==> src/rtl/core/assert_macros.svh <==
// assertion macros included by the parser unit
`ifndef ASSERT_MACROS_SVH
`define ASSERT_MACROS_SVH

`ifndef NO_ASSERTIONS

// whenever cond holds, prop holds in the same cycle
`define SFP_ASSERT_IMPL(label, clk, rst_n, cond, prop) \
  label: assert property (@(posedge clk) disable iff (!rst_n) (cond) |-> (prop)) \
    else $error("assertion failed: same-cycle implication");

// whenever cond holds, prop holds in the next cycle
`define SFP_ASSERT_NEXT(label, clk, rst_n, cond, prop) \
  label: assert property (@(posedge clk) disable iff (!rst_n) (cond) |=> (prop)) \
    else $error("assertion failed: next-cycle implication");

`else

`define SFP_ASSERT_IMPL(label, clk, rst_n, cond, prop)
`define SFP_ASSERT_NEXT(label, clk, rst_n, cond, prop)

`endif

`endif

==> src/rtl/core/sfp_pkg.sv <==
// constants and types of the sensor frame parser
`default_nettype none

package sfp_pkg;

  localparam int SENSOR_COUNT        = 8;
  localparam int RECEIVE_BUFFER_SIZE = 200;
  localparam int FRAME_SPAN_LIMIT    = 60;

  // outputs always carry eight sensor slots
  localparam int NUM_SLOTS = 8;
  localparam int SLOT_IDX_W = $clog2(NUM_SLOTS);

  localparam logic [7:0] CH_START  = 8'h24;  // '$'
  localparam logic [7:0] CH_HEADER = 8'h44;  // 'D'
  localparam logic [7:0] CH_END    = 8'h23;  // '#'
  localparam logic [7:0] CH_COLON  = 8'h3A;  // ':'
  localparam logic [7:0] CH_ZERO   = 8'h30;  // '0'
  localparam logic [7:0] CH_COMMA  = 8'h2C;  // ','
  localparam logic [7:0] CH_X      = 8'h78;  // 'x'
  localparam logic [7:0] CH_NUL    = 8'h00;

  localparam logic [7:0] BYTES_LIMIT = 8'(RECEIVE_BUFFER_SIZE - 1);
  localparam logic [7:0] SPAN_MAX    = 8'(FRAME_SPAN_LIMIT - 2);
  localparam logic [3:0] STAGE_MAX   = 4'(SENSOR_COUNT);

  typedef enum logic [2:0] {
    ST_ACCEPTED   = 3'd0,
    ST_NO_START   = 3'd1,
    ST_TOO_LONG   = 3'd2,
    ST_BAD_HEADER = 3'd3,
    ST_OVERFLOW   = 3'd4
  } status_t;

  typedef enum logic [1:0] {
    COLON_NONE  = 2'd0,
    COLON_JUST  = 2'd1,
    COLON_TAKEN = 2'd2
  } colon_t;

endpackage

`default_nettype wire

==> src/rtl/core/sensor_frame_parser_unit.sv <==
// sensor frame parser: one received byte per beat, a result beat per frame end or overflow
// a result beat appears in the cycle after the input beat that causes it
// throughput: one input beat per cycle; input stalls only while a result beat is held
// values are the stored sensor values after the causing byte
// reset (rst_n low, synchronous) clears the frame state, stored values and output valid
`default_nettype none

`include "assert_macros.svh"

module sensor_frame_parser_unit (
  input  wire logic                 clk,
  input  wire logic                 rst_n,
  input  wire logic                 in_valid,
  output logic                      in_stall,
  input  wire logic [7:0]           in_rx_byte,
  output logic                      out_valid,
  input  wire logic                 out_stall,
  output sfp_pkg::status_t          out_status,
  output logic [3:0]                out_values_found,
  output logic [7:0]                out_value_0,
  output logic [7:0]                out_value_1,
  output logic [7:0]                out_value_2,
  output logic [7:0]                out_value_3,
  output logic [7:0]                out_value_4,
  output logic [7:0]                out_value_5,
  output logic [7:0]                out_value_6,
  output logic [7:0]                out_value_7
);
  import sfp_pkg::*;

  // frame state
  logic [7:0] bytes_stored_r, bytes_stored_nxt;
  logic       start_seen_r, start_seen_nxt;
  logic [7:0] offset_r, offset_nxt;
  logic       header_ok_r, header_ok_nxt;
  logic       stopped_r, stopped_nxt;
  logic       tok_x_r, tok_x_nxt;
  colon_t     tok_colon_r, tok_colon_nxt;
  logic [7:0] tok_val_r, tok_val_nxt;
  logic [3:0] staged_count_r, staged_count_nxt;

  logic [7:0] staged_r [NUM_SLOTS];
  logic [7:0] staged_view [NUM_SLOTS];
  logic [7:0] stored_r [NUM_SLOTS];
  logic [7:0] stored_nxt [NUM_SLOTS];

  // output register
  logic       out_valid_r;
  status_t    out_status_r;
  logic [3:0] out_found_r;

  logic            in_accept;
  logic            emit;
  status_t         status_c;
  logic [3:0]      found_c;
  logic            stage_we;
  logic [SLOT_IDX_W-1:0] stage_idx;
  logic [7:0]      stage_data;
  logic [7:0]      off_inc;
  logic            feed_on;
  logic            do_finish;
  logic [7:0]      fin_val;

  assign in_stall  = out_valid_r & out_stall;
  assign in_accept = in_valid & ~in_stall;

  always_comb begin
    bytes_stored_nxt = bytes_stored_r;
    start_seen_nxt   = start_seen_r;
    offset_nxt       = offset_r;
    header_ok_nxt    = header_ok_r;
    stopped_nxt      = stopped_r;
    tok_x_nxt        = tok_x_r;
    tok_colon_nxt    = tok_colon_r;
    tok_val_nxt      = tok_val_r;
    staged_count_nxt = staged_count_r;
    emit             = 1'b0;
    status_c         = ST_ACCEPTED;
    found_c          = 4'd0;
    stage_we         = 1'b0;
    stage_idx        = staged_count_r[SLOT_IDX_W-1:0];
    stage_data       = 8'd0;
    off_inc          = (offset_r == 8'hFF) ? offset_r : offset_r + 8'd1;
    feed_on          = start_seen_r & ~stopped_r;
    do_finish        = 1'b0;
    fin_val          = 8'd0;

    if (bytes_stored_r >= BYTES_LIMIT) begin
      // byte dropped, frame restarts
      emit             = 1'b1;
      status_c         = ST_OVERFLOW;
      bytes_stored_nxt = 8'd0;
      start_seen_nxt   = 1'b0;
      offset_nxt       = 8'd0;
      header_ok_nxt    = 1'b0;
      stopped_nxt      = 1'b0;
      tok_x_nxt        = 1'b0;
      tok_colon_nxt    = COLON_NONE;
      tok_val_nxt      = 8'd0;
      staged_count_nxt = 4'd0;
    end else begin
      bytes_stored_nxt = bytes_stored_r + 8'd1;
      if (!start_seen_r) begin
        if (in_rx_byte == CH_START) begin
          start_seen_nxt = 1'b1;
        end
      end else begin
        offset_nxt = off_inc;
        if (off_inc == 8'd1 && in_rx_byte == CH_HEADER) begin
          header_ok_nxt = 1'b1;
        end
      end

      // while the feed is on, any byte but a comma or zero byte updates the token
      if (feed_on && in_rx_byte != CH_NUL && in_rx_byte != CH_COMMA) begin
        if (in_rx_byte == CH_X) begin
          tok_x_nxt = 1'b1;
        end
        if (tok_colon_r == COLON_NONE) begin
          if (in_rx_byte == CH_COLON) begin
            tok_colon_nxt = COLON_JUST;
          end
        end else if (tok_colon_r == COLON_JUST) begin
          tok_val_nxt   = in_rx_byte - CH_ZERO;
          tok_colon_nxt = COLON_TAKEN;
        end
      end

      // comma, zero byte or frame end closes the token
      do_finish = feed_on &&
                  (in_rx_byte == CH_NUL || in_rx_byte == CH_COMMA || in_rx_byte == CH_END);
      if (do_finish) begin
        fin_val = (tok_colon_nxt == COLON_JUST) ? (CH_NUL - CH_ZERO) : tok_val_nxt;
        if (tok_x_nxt && tok_colon_nxt != COLON_NONE && staged_count_r < STAGE_MAX) begin
          stage_we         = 1'b1;
          stage_data       = fin_val;
          staged_count_nxt = staged_count_r + 4'd1;
        end
        tok_x_nxt     = 1'b0;
        tok_colon_nxt = COLON_NONE;
        tok_val_nxt   = 8'd0;
        if (in_rx_byte == CH_NUL) begin
          stopped_nxt = 1'b1;
        end
      end

      if (in_rx_byte == CH_END) begin
        emit = 1'b1;
        if (!start_seen_r) begin
          status_c = ST_NO_START;
        end else if (offset_nxt > SPAN_MAX) begin
          status_c = ST_TOO_LONG;
        end else if (!header_ok_nxt) begin
          status_c = ST_BAD_HEADER;
        end else begin
          status_c = ST_ACCEPTED;
          found_c  = staged_count_nxt;
        end
        bytes_stored_nxt = 8'd0;
        start_seen_nxt   = 1'b0;
        offset_nxt       = 8'd0;
        header_ok_nxt    = 1'b0;
        stopped_nxt      = 1'b0;
        tok_x_nxt        = 1'b0;
        tok_colon_nxt    = COLON_NONE;
        tok_val_nxt      = 8'd0;
        staged_count_nxt = 4'd0;
      end
    end
  end

  // staged values including this beat's write, copied on an accepted frame
  always_comb begin
    for (int i = 0; i < NUM_SLOTS; i++) begin
      staged_view[i] = (stage_we && stage_idx == SLOT_IDX_W'(i)) ? stage_data : staged_r[i];
      stored_nxt[i]  = stored_r[i];
      if (emit && status_c == ST_ACCEPTED && 4'(i) < found_c) begin
        stored_nxt[i] = staged_view[i];
      end
    end
  end

  always_ff @(posedge clk) begin
    if (!rst_n) begin
      bytes_stored_r <= 8'd0;
      start_seen_r   <= 1'b0;
      offset_r       <= 8'd0;
      header_ok_r    <= 1'b0;
      stopped_r      <= 1'b0;
      tok_x_r        <= 1'b0;
      tok_colon_r    <= COLON_NONE;
      tok_val_r      <= 8'd0;
      staged_count_r <= 4'd0;
      for (int i = 0; i < NUM_SLOTS; i++) begin
        stored_r[i] <= 8'd0;
      end
    end else if (in_accept) begin
      bytes_stored_r <= bytes_stored_nxt;
      start_seen_r   <= start_seen_nxt;
      offset_r       <= offset_nxt;
      header_ok_r    <= header_ok_nxt;
      stopped_r      <= stopped_nxt;
      tok_x_r        <= tok_x_nxt;
      tok_colon_r    <= tok_colon_nxt;
      tok_val_r      <= tok_val_nxt;
      staged_count_r <= staged_count_nxt;
      for (int i = 0; i < NUM_SLOTS; i++) begin
        stored_r[i] <= stored_nxt[i];
      end
    end
  end

  always_ff @(posedge clk) begin
    if (in_accept && stage_we) begin
      staged_r[stage_idx] <= stage_data;
    end
  end

  always_ff @(posedge clk) begin
    if (!rst_n) begin
      out_valid_r <= 1'b0;
    end else if (!out_valid_r || !out_stall) begin
      out_valid_r <= in_accept & emit;
    end
  end

  always_ff @(posedge clk) begin
    if (in_accept && emit) begin
      out_status_r <= status_c;
      out_found_r  <= found_c;
    end
  end

  // stored values only move on an accepted beat, which needs the result slot free
  assign out_valid        = out_valid_r;
  assign out_status       = out_status_r;
  assign out_values_found = out_found_r;
  assign out_value_0      = stored_r[0];
  assign out_value_1      = stored_r[1];
  assign out_value_2      = stored_r[2];
  assign out_value_3      = stored_r[3];
  assign out_value_4      = stored_r[4];
  assign out_value_5      = stored_r[5];
  assign out_value_6      = stored_r[6];
  assign out_value_7      = stored_r[7];

  `SFP_ASSERT_IMPL(a_stage_bound, clk, rst_n, 1'b1, staged_count_r <= STAGE_MAX)
  `SFP_ASSERT_IMPL(a_bytes_bound, clk, rst_n, 1'b1, bytes_stored_r <= BYTES_LIMIT)
  `SFP_ASSERT_IMPL(a_idle_frame, clk, rst_n, !start_seen_r, offset_r == 8'd0 && staged_count_r == 4'd0)
  `SFP_ASSERT_NEXT(a_end_result, clk, rst_n, in_accept && in_rx_byte == CH_END, out_valid_r)
  `SFP_ASSERT_IMPL(a_found_reject, clk, rst_n, out_valid_r && out_status_r != ST_ACCEPTED, out_found_r == 4'd0)

endmodule

`default_nettype wire
==> config.mk <==
export PLATFORM = sky130hd
export DESIGN_NAME = sensor_frame_parser_unit
export DESIGN_NICKNAME = d
export VERILOG_FILES = /design/src/rtl/core/sfp_pkg.sv /design/src/rtl/core/sensor_frame_parser_unit.sv
export VERILOG_INCLUDE_DIRS = /design/src /design/src/rtl/core
export SDC_FILE = /design/constraint.sdc
export NUM_CORES = 1
export LEC_CHECK = 0
export CORE_ASPECT_RATIO = 0.75
export CORE_MARGIN = 2
export CORE_UTILIZATION = 60
export CTS_CLUSTER_DIAMETER = 40
export DETAILED_ROUTE_END_ITERATION = 6
export DONT_BUFFER_PORTS = 1
export PLACE_DENSITY = 0.76
export SYNTH_ARGS = -nofsm -noshare
export SYNTH_HDL_FRONTEND = slang
export SYNTH_SLANG_ARGS = --single-unit
==> constraint.sdc <==
create_clock -name clk -period 5.3 [get_ports clk]
set_input_delay 1.06 -clock clk [delete_from_list [all_inputs] [get_ports clk]]
set_output_delay 1.06 -clock clk [all_outputs]
set_load 0.1 [all_outputs]
==> metrics.cfg <==
[run_status]
outcome = complete, no violations

[grt]
grtUsageMet2 = 0.434
grt_pass1_vias = 5113
antenna_found_initial = 0
grt_util_met3 = 0.0799
grt_max_degree = 49
globalRouteMet1Util = 0.407
overflow = 0
busiest_layer = met2
grt_first_pass_wirelength_um = 28600
grt_usage = 0.289

[detailed_routing]
routed_wl_um = 18700
drc_errors = 0
vias = 5444
ant_nets = 0
wire_per_inst_um = 23.0
drtPass1Iterations = 5
viasPerCell = 6.71
drtIter0Drc = 660

[critical_path]
worst_path_largest_cell_delay_ps = 760
crit_family = compound AO/OA/AOI/OAI gates
regToRegEndpoint = staged_r[5][6]
cp_cell_sequence = inv_1 > ha_1 > or3b_2 > a211oi_1 > o21ai_1 > nor3_1 > buf_4 > mux2_2 > a31oi_1
crit_slowest_cell = a31oi_1
cp_data_required_time_ps = 5350
r2r-start = start_seen_r
path_class = in -> reg
endpoint_kind = flop
cp.buffers_inverters = 2
crit_arrival_ps = 4050
path_depth = 9
start_kind = primary input
r2r_cells = 6
critPathMaxFanout = 15
rrSetupSlack_ps = 1680

[power_and_ir_drop]
p_per_area_nw_per_um2 = 353
power.leakage_nw = 2.79
ir_drop_mv = 0.256
p_total_w = 0.00291

[logic_synthesis]
ys_warn_count = 0
yosysMostFrequentCell = edfxtp_1
synth_area_um2 = 7480
synth_top_area_frac = 0.542
postSynthCellCount = 635
synth_edf_count = 135
async_reset_ff_frac = 0
synthTopCellsByCount = edfxtp_1 (135), nand2_1 (76), o22ai_1 (40), nor2_1 (39), a21oi_1 (37)
seq_area_frac_synth = 0.636
synth_cell_types = 65
synthTopCellsByArea = edfxtp_1 (54%), dfxtp_1 (9.4%), nand2_1 (3.8%)
synth_nets = 658
postSynthAreaPerCell_um2 = 11.8
ys_ff_latch = 170
yosysTopAreaCell = edfxtp_1
ys.flop_type = edfxtp_1

[floorplanning]
die_h_um = 101
dieArea_um2 = 13400
start_util = 0.612
coreArea_um2 = 12200
die_w_um = 133
ioPinCount = 85
rows = 35

[sta]
skew_ps = 12.8
setup_violations = 0
worst_slew_pin_slew_ps = 1000
hold_slack_ps = 481
slew_headroom = 0.328
tns_ps = 0
finalCritPeriodShare = 0.755
finalHoldViolations = 0
fmax_mhz = 250
min_period_ps = 4000
rsz0062_at_grt = false
maxSlewViolCount = 0
setup_slack_ps = 1300

[hold_path]
holdPathStages = 2
hold_path_class = reg -> reg
hold-path-endpoint = header_ok_r
min_from = header_ok_r

[layout]
nFillCells = 871
area.growth.synth_to_final_pct = 10.1
seqCellArea_um2 = 4750
diodes = 0
multiInputGateArea_um2 = 2510
drive_gt1_frac = 0.105
fin_nets = 655

[clocking]
hold_buffers = 0
insertion_delay_ps = 430
clkSlewWorstSetupHoldPaths_ps = 70
ctsResizeCount = 0
post-cts-setup-buffers = 0
cts_max_level = 4
clock_path_buffers = 2
cts.sinks = 170
cts_made_buffers = 17
cts_root_buf = clkbuf_16
cts_tree = done

[placed_design]
routabilityCongestion = 0.926
dpl.hpwl_um = 12700
portBuffers = 0
post-place-ws_ps = 883

[flow_run]
maxCapViolations = 0

==> cell families after synthesis <==
group | after synthesis | share of synthesized area
compound gates | 172 | 0.151
xor+xnor | 9 | 0.0105
fa+ha+maj | 11 | 0.0184
buf+inv | 53 | 0.0293
flops | 170 | 0.636
mux | 10 | 0.0146
simple gates | 210 | 0.141
==> per-stage QoR <==
step | utilization | instance area (µm²) | cells
after floorplan | - | 7480 | 635
after global placement | 0.626 | 7640 | 779
after detailed placement | 0.626 | 7640 | 779
after CTS | 0.674 | 8230 | 811
after global routing | 0.674 | 8230 | 811
final | 0.674 | 8230 | 811
==> state kept, by name (all words and copies together) (netlist names) <==
register and cells:
staged_r 64, tok_x_r 1, stored_r 64, bytes_stored_r 8
start_seen_r 1, tok_colon_r 2, staged_count_r 4, header_ok_r 1
offset_r 8, stopped_r 1, out_values_found 4, out_status 3
out_valid 1, tok_val_r 8
==> worst max-delay path by stage <==
| stage | startpoint | to | slack (ps) |
|---|---|---|---|
| 2_1_floorplan | in_rx_byte[4] | stored_r[1][16] | 1260 |
| 3_3_place_gp | in_rx_byte[4] | stored_r[0][5] | 980 |
| 3_5_place_dp | in_rx_byte[4] | stored_r[1][5] | 880 |
| 4_1_cts | in_rx_byte[4] | stored_r[1][2] | 1310 |
| 5_1_grt | in_rx_byte[4] | stored_r[0][0] | 1120 |
| 6_report | in_rx_byte[4] | stored_r[0][3] | 1300 |
==> power breakdown <==
group | internal [W] | switching (W)
Sequential | 0.00145 | 0.000157
Combinational | 0.0000196 | 0.0000466
Clock | 0.000705 | 0.000530
Total | 0.00218 | 0.000733
==> layout make-up <==
cell class | count | share of cell area
timing repair buffer | 15 | 0.0137
multi-input combinational | 412 | 0.305
sequential | 170 | 0.577
clock buffer | 17 | 0.0517
tap | 166 | 0.0252
inverter | 16 | 0.00729
clock inverter | 15 | 0.0201
==> metal layers <==
layer  vias to the layer above  routed length (µm)
met5                         -                   0
met4                         0                 437
met3                        45                1960
met2                       349                8360
met1                      2620                7940
li1                       2430                   -
==> tightest hold or removal path, delay by kind of cell (launching register included) <==
kind,cells,cell delay (ps)
flip-flops,1,330
AO/OA/AOI/OAI,1,40
AND/OR/NAND/NOR,1,70
==> layout by cell type (no fill, tap or decap), types with 5 or more instances in the layout <==
| master | n |
|---|---|
| a22o_1 | 10 |
| edfxtp_1 | 135 |
| o22ai_1 | 40 |
| buf_4 | 15 |
| a21oi_1 | 37 |
| xor2_1 | 5 |
| nor2_1 | 38 |
| nor4_1 | 7 |
| dfxtp_1 | 35 |
| inv_1 | 15 |
| nand2_1 | 76 |
| mux2_2 | 7 |
| a211oi_1 | 8 |
| o21ai_0 | 32 |
| and3_1 | 8 |
| nor3_1 | 14 |
| a31oi_1 | 10 |
| nand3_1 | 16 |
| ha_1 | 11 |
| and2_1 | 6 |
| nand4_1 | 10 |
| clkbuf_16 | 17 |
| nand2b_1 | 5 |
Power figures use the tool's default switching activity.
